===== src/rtl/core/speck_fp_pkg.sv =====
package speck_fp_pkg;

	localparam int unsigned HALF_W = 16;
	localparam int unsigned FP_W = 2 * HALF_W;
	localparam int unsigned ROUNDS_W = 6;
	localparam logic [ROUNDS_W-1:0] FINAL_ROUNDS_RESET = 6'd22;

	localparam int unsigned ROT_HI = 7;
	localparam int unsigned ROT_LO = 2;

	typedef struct packed {
		logic [HALF_W-1:0] hi;
		logic [HALF_W-1:0] lo;
	} chain_t;

	// one speck32 round with the message word as key
	function automatic chain_t mix_round(input chain_t c, input logic [HALF_W-1:0] key);
		chain_t r;
		logic [HALF_W-1:0] hi_rot;
		logic [HALF_W-1:0] lo_rot;
		hi_rot = {c.hi[ROT_HI-1:0], c.hi[HALF_W-1:ROT_HI]};
		lo_rot = {c.lo[HALF_W-ROT_LO-1:0], c.lo[HALF_W-1:HALF_W-ROT_LO]};
		r.hi = (hi_rot + c.lo) ^ key;
		r.lo = lo_rot ^ r.hi;
		return r;
	endfunction

endpackage


===== src/rtl/core/speck_round_fingerprint_hash.sv =====
// 32-bit fingerprint built from the speck32 round.
// input channel: data_word, byte_only, last_word under in_valid / in_stall;
// a word is taken when in_valid is high and in_stall is low.
// output channel: fingerprint under out_valid / out_stall, one word per message.
// cfg_wr_en / cfg_wr_data set the number of zero-key final rounds (reset 22);
// write it only while the block is idle.
// a word that is not the last one is absorbed in the cycle it is taken,
// so such words go at one per cycle.
// a last word is absorbed, then one shared round unit runs final_rounds more
// rounds, one per cycle, while in_stall is high; then the output register is
// loaded once it is free. out_valid rises with that load, and the next word
// is taken the cycle after that load.
// the output register sits apart from the round unit, so words keep flowing
// while a fingerprint waits; a finished fingerprint holds in the round unit
// if the previous one is still stalled, and in_stall stays high meanwhile.
// reset clears the chain, empties the output register and restores 22 rounds.
module speck_round_fingerprint_hash
	import speck_fp_pkg::*;
(
	input  logic                clk,
	input  logic                arst_n,
	input  logic                cfg_wr_en,
	input  logic [ROUNDS_W-1:0] cfg_wr_data,
	input  logic                in_valid,
	output logic                in_stall,
	input  logic [HALF_W-1:0]   data_word,
	input  logic                byte_only,
	input  logic                last_word,
	output logic                out_valid,
	input  logic                out_stall,
	output logic [FP_W-1:0]     fingerprint
);

	typedef enum logic [2:0] {
		ST_IDLE = 3'b001,
		ST_FIN  = 3'b010,
		ST_EMIT = 3'b100
	} state_t;

	state_t              state_q;
	chain_t              chain_q;
	chain_t              round_out;
	logic [HALF_W-1:0]   round_key;
	logic [ROUNDS_W-1:0] final_rounds_q;
	logic [ROUNDS_W-1:0] cnt_q;
	logic [FP_W-1:0]     fp_q;
	logic                out_valid_q;
	logic                take;
	logic                out_free;

	assign take     = in_valid && (state_q == ST_IDLE);
	assign out_free = !out_valid_q || !out_stall;
	assign in_stall = (state_q != ST_IDLE);

	// shared round unit: message key while idle, zero key while finishing
	always_comb begin
		round_key = '0;
		if (state_q == ST_IDLE) begin
			round_key = byte_only ? {{(HALF_W-8){1'b0}}, data_word[7:0]} : data_word;
		end
		round_out = mix_round(chain_q, round_key);
	end

	always_ff @(posedge clk or negedge arst_n) begin
		if (!arst_n) begin
			final_rounds_q <= FINAL_ROUNDS_RESET;
		end else if (cfg_wr_en) begin
			final_rounds_q <= cfg_wr_data;
		end
	end

	always_ff @(posedge clk or negedge arst_n) begin
		if (!arst_n) begin
			state_q <= ST_IDLE;
			chain_q <= '0;
			cnt_q   <= '0;
		end else begin
			case (state_q)
				ST_IDLE: begin
					if (take) begin
						chain_q <= round_out;
						if (last_word) begin
							cnt_q   <= final_rounds_q;
							state_q <= (final_rounds_q == '0) ? ST_EMIT : ST_FIN;
						end
					end
				end
				ST_FIN: begin
					chain_q <= round_out;
					cnt_q   <= cnt_q - 1'b1;
					if (cnt_q == ROUNDS_W'(1)) begin
						state_q <= ST_EMIT;
					end
				end
				ST_EMIT: begin
					if (out_free) begin
						chain_q <= '0;
						state_q <= ST_IDLE;
					end
				end
				default: begin
					state_q <= ST_IDLE;
				end
			endcase
		end
	end

	// a new word may replace the one leaving in the same cycle
	always_ff @(posedge clk or negedge arst_n) begin
		if (!arst_n) begin
			out_valid_q <= 1'b0;
		end else if (state_q == ST_EMIT && out_free) begin
			out_valid_q <= 1'b1;
		end else if (!out_stall) begin
			out_valid_q <= 1'b0;
		end
	end

	always_ff @(posedge clk) begin
		if (state_q == ST_EMIT && out_free) begin
			fp_q <= {chain_q.hi, chain_q.lo};
		end
	end

	assign out_valid   = out_valid_q;
	assign fingerprint = fp_q;

endmodule


===== config.mk =====
export PLATFORM = sky130hd
export DESIGN_NAME = speck_round_fingerprint_hash
export DESIGN_NICKNAME = d
export VERILOG_FILES = /design/src/rtl/core/speck_fp_pkg.sv /design/src/rtl/core/speck_round_fingerprint_hash.sv
export SDC_FILE = /design/constraint.sdc
export NUM_CORES = 1
export LEC_CHECK = 0
export ABC_AREA = 0
export BUFFER_PORTS_ARGS = -buffer_cell sky130_fd_sc_hd__buf_2
export CAP_MARGIN = 15
export CORE_ASPECT_RATIO = 2
export CORE_UTILIZATION = 57
export DETAILED_ROUTE_END_ITERATION = 6
export PLACE_DENSITY = 0.89
export SLEW_MARGIN = 10
export SYNTH_ARGS = -nofsm -noshare
export SYNTH_HDL_FRONTEND = slang
export SYNTH_SLANG_ARGS = --single-unit

===== constraint.sdc =====
create_clock -name clk -period 4.1 [get_ports clk]
set_clock_uncertainty 0.15 [all_clocks]
set_input_delay 0.205 -clock clk [delete_from_list [all_inputs] [get_ports clk]]
set_output_delay 0.205 -clock clk [all_outputs]
set_load 0.05 [all_outputs]

Word-level counts from Yosys, hierarchy flattened
Index checks and enable logic that the tools add are counted.

operators by class
  add/sub/neg operators = 2
  eq/ne operators = 10
  mux-type cells = 16
  bitwise operators = 2
  reduce and logical (&&, ||, !) cells = 11

operator list
  operator                                                number
  one-hot mux 32 bit (3 select lines)                     1
  2-to-1 mux 32 bit                                       2
  2-to-1 mux 16 bit                                       2
  bitwise XOR 16 bit                                      2
  adder 16 bit                                            1
  2-to-1 mux 3 bit                                        5
  2-to-1 mux 6 bit                                        2
  one-hot mux 6 bit (2 select lines)                      1
  one-hot mux 3 bit (3 select lines)                      1
  inequality test 2 bit (second input constant)           4
  equality test 6 x 1 -> 1 bit (second input constant)    1
  zero test 6 bit                                         1
  AND reduction 3 bit                                     2
  subtractor 6 x 1 -> 6 bit (second input constant)       1
  AND reduction 4 bit                                     1
  equality test 3 x 1 -> 1 bit (second input constant)    1
  equality test 3 x 2 -> 1 bit (second input constant)    1
  equality test 3 bit (second input constant)             1
  inequality test 3 x 1 -> 1 bit (second input constant)  1
  nonzero test 3 bit                                      1
  logical AND 1 bit                                       2
  zero test 1 bit                                         2
  2-to-1 mux 1 bit                                        2
  inequality test 2 x 1 -> 1 bit (second input constant)  1
  other kinds (2)                                         2

storage, ports and cells
  bits in registers = 80
  bits of input ports = 29
  output and inout port bits = 34
  logic and storage cells = 48

Longest topological paths before layout
  depth in word-level cells = 6
  depth in mapped cells = 9
  mapped depth without buffers = 9

Worst setup path after synthesis
Ideal clock, no wire load.

  path type = register to register
  from = register state_q[2]
  to = register fp_q[0], in the netlist fingerprint[0], enable pin
  library setup time = 0.432 ns
  arrival time = 2.374 ns
  slack = 1.144 ns
  stages on the path, launching flop included = 4
  period minus slack after synthesis = 2.956 ns
  cell sequence = dfrtp_1 nor2b_1 nand2b_1 a21oi_1

on the way
  longest elaborated chain between the ends = 2

RTL lines
  what                      line                                 RTL
  start: declaration        speck_round_fingerprint_hash.sv:40   state_t state_q;
  start signal: assignment  speck_round_fingerprint_hash.sv:84   state_q <= (final_rounds_q == '0) ? ST_EMIT : ST_FIN;
  equality test 3 bit       speck_round_fingerprint_hash.sv:120  if (state_q == ST_EMIT && out_free) begin
  logical AND 1 bit         speck_round_fingerprint_hash.sv:120
  end signal: assignment    speck_round_fingerprint_hash.sv:121  fp_q <= {chain_q.hi, chain_q.lo};
  end: declaration          speck_round_fingerprint_hash.sv:46   logic [FP_W-1:0] fp_q;

No other way between the ends.
A chain may end at the register's enable or synchronous reset.

Worst setup path in the final report
  from = register chain_q[0] in the netlist's numbering
  to = register chain_q[10] in the netlist's numbering

on the way
  longest elaborated chain between the ends = 5

RTL lines
  what                                   line                                RTL
  start: declaration                     speck_round_fingerprint_hash.sv:41  chain_t chain_q;
  start signal: assignment               speck_round_fingerprint_hash.sv:81  chain_q <= round_out;
  start signal: assignment               speck_round_fingerprint_hash.sv:89  chain_q <= round_out;
  adder 16 bit *                         speck_fp_pkg.sv:23                  r.hi = (hi_rot + c.lo) ^ key;
  bitwise XOR 16 bit *                   speck_fp_pkg.sv:23
  bitwise XOR 16 bit *                   speck_fp_pkg.sv:24                  r.lo = lo_rot ^ r.hi;
  2-to-1 mux 32 bit                      speck_round_fingerprint_hash.sv:80  if (take) begin
  one-hot mux 32 bit (3 select lines) *  speck_round_fingerprint_hash.sv:78  case (state_q)

Every way passes the cells marked *; elsewhere a longest branch is shown, timed or not. The select of a mux whose other input is x is not followed.

==> out/summary.txt <==
clock sinks - 80
P_leak - 2.173 nW
Avg Cell Area, Syn - 11.28 sq um
nets - 487
hold depth - 2
Syn Inst Count - 369
Max Cap Viol - 0
worst-margin pin slew - 1.044 ns
full die area - 7671 sq um
setup bufs post-CTS - 0
RSZ-0062 raised after global routing - no
dpl cells - 510
final hold violation count - 0
R2R cell count - 9
Finished Core Util - 70.82%
Boundary Pins - 63
r2r startpoint - chain_q[0]$_DFFE_PN0P_
CTS buffer count - 9
Clock Pin Slew Worst Setup and Hold Paths - 0.06 ns
syn nets - 416
Core Rows - 43
vias in the first global route - 3,191
area of the multi-input gates - 1919 sq um
fmax - 386.1 MHz
most used flip-flop cell after synthesis - dfrtp_1
CTS Buffer Depth - 2
final setup TNS - 0 ns
arrival time of the worst setup path - 2.71 ns
required time worst endpoint - 4.22 ns
status - finished clean
ANT cells - 0
Clock Power Share - 18.1%
Critical Path Sink Type - flop
Tot GR Track Use - 27.83%
sequential share of power - 30.2%
initial drt markers - 132
DR WL/cell - 18.38 um
period utilisation layout - 63.18%
Sw Ratio - 41.73%
Synth Cell Area - 4164 sq um
minimum clock period - 2.590 ns
Post-Layout Inst Area - 4954 sq um
Seq cells post-synth - 80
Die Width - 62.44 um
first-pass GRT wire length - 15.62 mm
number of flops mapped to enable cells by yosys - 32
Unique masters post-synth - 53
Worst Hold End - state_q[1]$_DFFE_PN0P_
Worst Hold Launch - last_word
post-synthesis sequential area ratio - 52.04%
Max Fanout on Critical Path - 4
Startpoint Class - flop
Slew HR - 30.27%
clk_lat worst skew - 0.35 ns
CTS tree - built
internal power - 2.568 mW
reg2reg end - chain_q[10]$_DFFE_PN0P_
Remaining DRCs - 0
drt total wl - 9.833 mm
H-tree depth - 3
P&R area growth vs syn - 18.96%
Min-Delay Path Class - input port to flop
gpl congestion - 0.9134
Pins Over Slew Limit - 0
largest net degree at the start of global routing - 49
fraction of registers with async set/reset - 60.00%
Fill cells - 497
Post-DP Area - 4551 sq um
drt via density - 5.850
antenna-violating nets left - 0
HPWL after detailed placement - 6.914 mm
die height - 122.9 um
initial antenna violation count - 0
IO buf count - 62
total core area - 6994 sq um
layout cell share with drive strength beyond 1 - 24.04%
initial core utilization - 59.53%
CP Class - flop to flop
Root Driver - clkbuf_16
maximum vdd drop - 0.4646 mV
Setup-failing EPs final - 0
PD cells - 889.5 nW/um^2
Gate power share - 51.6%
Switch Pwr - 1.839 mW
Power, Total - 4.406 mW
fin cells - 535
R2R setup slack - 1.51 ns
grt total ovfl - 0
First-pass DRT Iterations - 5
vias - 3,130
Ys Warns - 0
Register Area - 2167 sq um
logic make-up after synthesis:
kind of cell | Yosys count | share of synthesized area [%]
flip-flops | 80 | 52.04
AND/OR/NAND/NOR | 103 | 11.78
buffers and inverters | 20 | 2.134
AO/OA/AOI/OAI | 92 | 14.03
adder cells (fa/ha/maj) | 18 | 5.589
XOR/XNOR | 50 | 12.80
multiplexers | 6 | 1.622
state kept, by name, indices dropped and copies added, names as in the netlist:
name            cells
cnt_q               6
fingerprint        32
final_rounds_q      6
chain_q            32
state_q             3
out_valid           1
worst max-delay path, cell delays in order (launching register included):
cell     delay [ns]
dfrtp_1        0.41
ha_1           0.21
inv_1          0.07
fa_1           0.39
nor2b_1        0.29
o31ai_4        0.12
a21oi_2        0.27
a31oi_4        0.14
xnor3_1        0.35
o21ai_1        0.12
power by group through the flow:
stage          Combinational, mW  Clock (mW)  Sequential [mW]
6_report                    2.28       0.798             1.33
5_1_grt                     2.48       0.832             1.36
4_1_cts                     2.24       0.804             1.33
3_5_place_dp                2.18           0             1.34
3_3_place_gp                2.10           0             1.32
2_1_floorplan               1.77           0             1.25
routing by layer:
metal / share of wire (%) / routed length, um / global-route usage, % / up-vias
met5: 0 / 0 / 0 / -
met4: 5.9 / 580 / 19.48 / 0
met3: 4.7 / 467 / 5.483 / 37
met2: 56 / 5532 / 51.15 / 117
met1: 33 / 3252 / 27.51 / 1519
li1: - / - / - / 1457
cell usage after synthesis, types with 3 or more instances:
cell / instances / area, sq um
a21oi_1: 18 / 90.09
buf_2: 6 / 30.03
nor3_1: 3 / 15.01
and3_1: 3 / 18.77
edfxtp_1: 32 / 960.9
inv_1: 7 / 26.28
o211ai_1: 3 / 22.52
o21ai_1: 9 / 45.04
dfrtp_1: 44 / 1101
xor2_1: 24 / 210.2
dfstp_2: 4 / 105.1
xnor2_1: 17 / 148.9
nand2_1: 60 / 225.2
nand3_1: 7 / 35.03
ha_1: 17 / 212.7
mux2_2: 6 / 67.56
a22o_1: 4 / 35.03
nor2_1: 13 / 48.80
o21ai_0: 34 / 170.2
nand4_1: 3 / 18.77
nor2b_1: 3 / 18.77
clkbuf_1: 4 / 15.01
xnor2_2: 5 / 81.33
how the worst max path moves through the flow:
stage,from,end,depth (start not counted)
after floorplan,state_q[2]$_DFFE_PN0P_,fingerprint[0]$_DFFE_PP_,3
after global placement,chain_q[0]$_DFFE_PN0P_,chain_q[10]$_DFFE_PN0P_,9
after detailed placement,chain_q[0]$_DFFE_PN0P_,chain_q[10]$_DFFE_PN0P_,9
after CTS,chain_q[0]$_DFFE_PN0P_,chain_q[10]$_DFFE_PN0P_,9
after global routing,chain_q[0]$_DFFE_PN0P_,chain_q[10]$_DFFE_PN0P_,9
final,chain_q[0]$_DFFE_PN0P_,chain_q[10]$_DFFE_PN0P_,9
area by class of cell:
class / count / area share [%]
sequential: 80 / 43.75
multi-input combinational: 269 / 38.75
timing repair buffer: 73 / 8.689
clock buffer: 10 / 4.622
tap: 90 / 2.273
clock inverter: 6 / 1.389
inverter: 7 / 0.5304
what timing repair did:
item / in CTS / in global routing
hold buffers: 7 / 0
gates resized for setup: 0 / 0
setup endpoints to repair: 0 / 0
endpoints found under the hold margin: 50 / 0
through the flow:
stage | setup slack [ns] | hold WS (ns)
after floorplan | 1.144 | -0.2406
after global placement | 1.627 | 0.2855
after detailed placement | 1.542 | 0.2910
after CTS | 1.513 | 0.009491
after global routing | 1.368 | 0.04612
final | 1.510 | 0.008830
cell usage in the layout (no fill, tap or decap), types with 3 or more instances in the layout:
cell / instances
xnor2_1: 17
o211ai_1: 3
and3_1: 3
edfxtp_1: 32
nand2_1: 60
o21ai_1: 9
dfstp_2: 4
nor2_1: 13
clkbuf_16: 9
inv_1: 7
dlygate4sd3_1: 7
dfrtp_1: 44
xor2_1: 24
a22o_1: 4
xnor2_2: 5
nand3_1: 7
buf_2: 62
nand4_1: 3
nor3_1: 3
o21ai_0: 34
ha_1: 17
a21oi_1: 17
mux2_2: 6
nor2b_1: 3
Power figures use the tool's default switching activity.
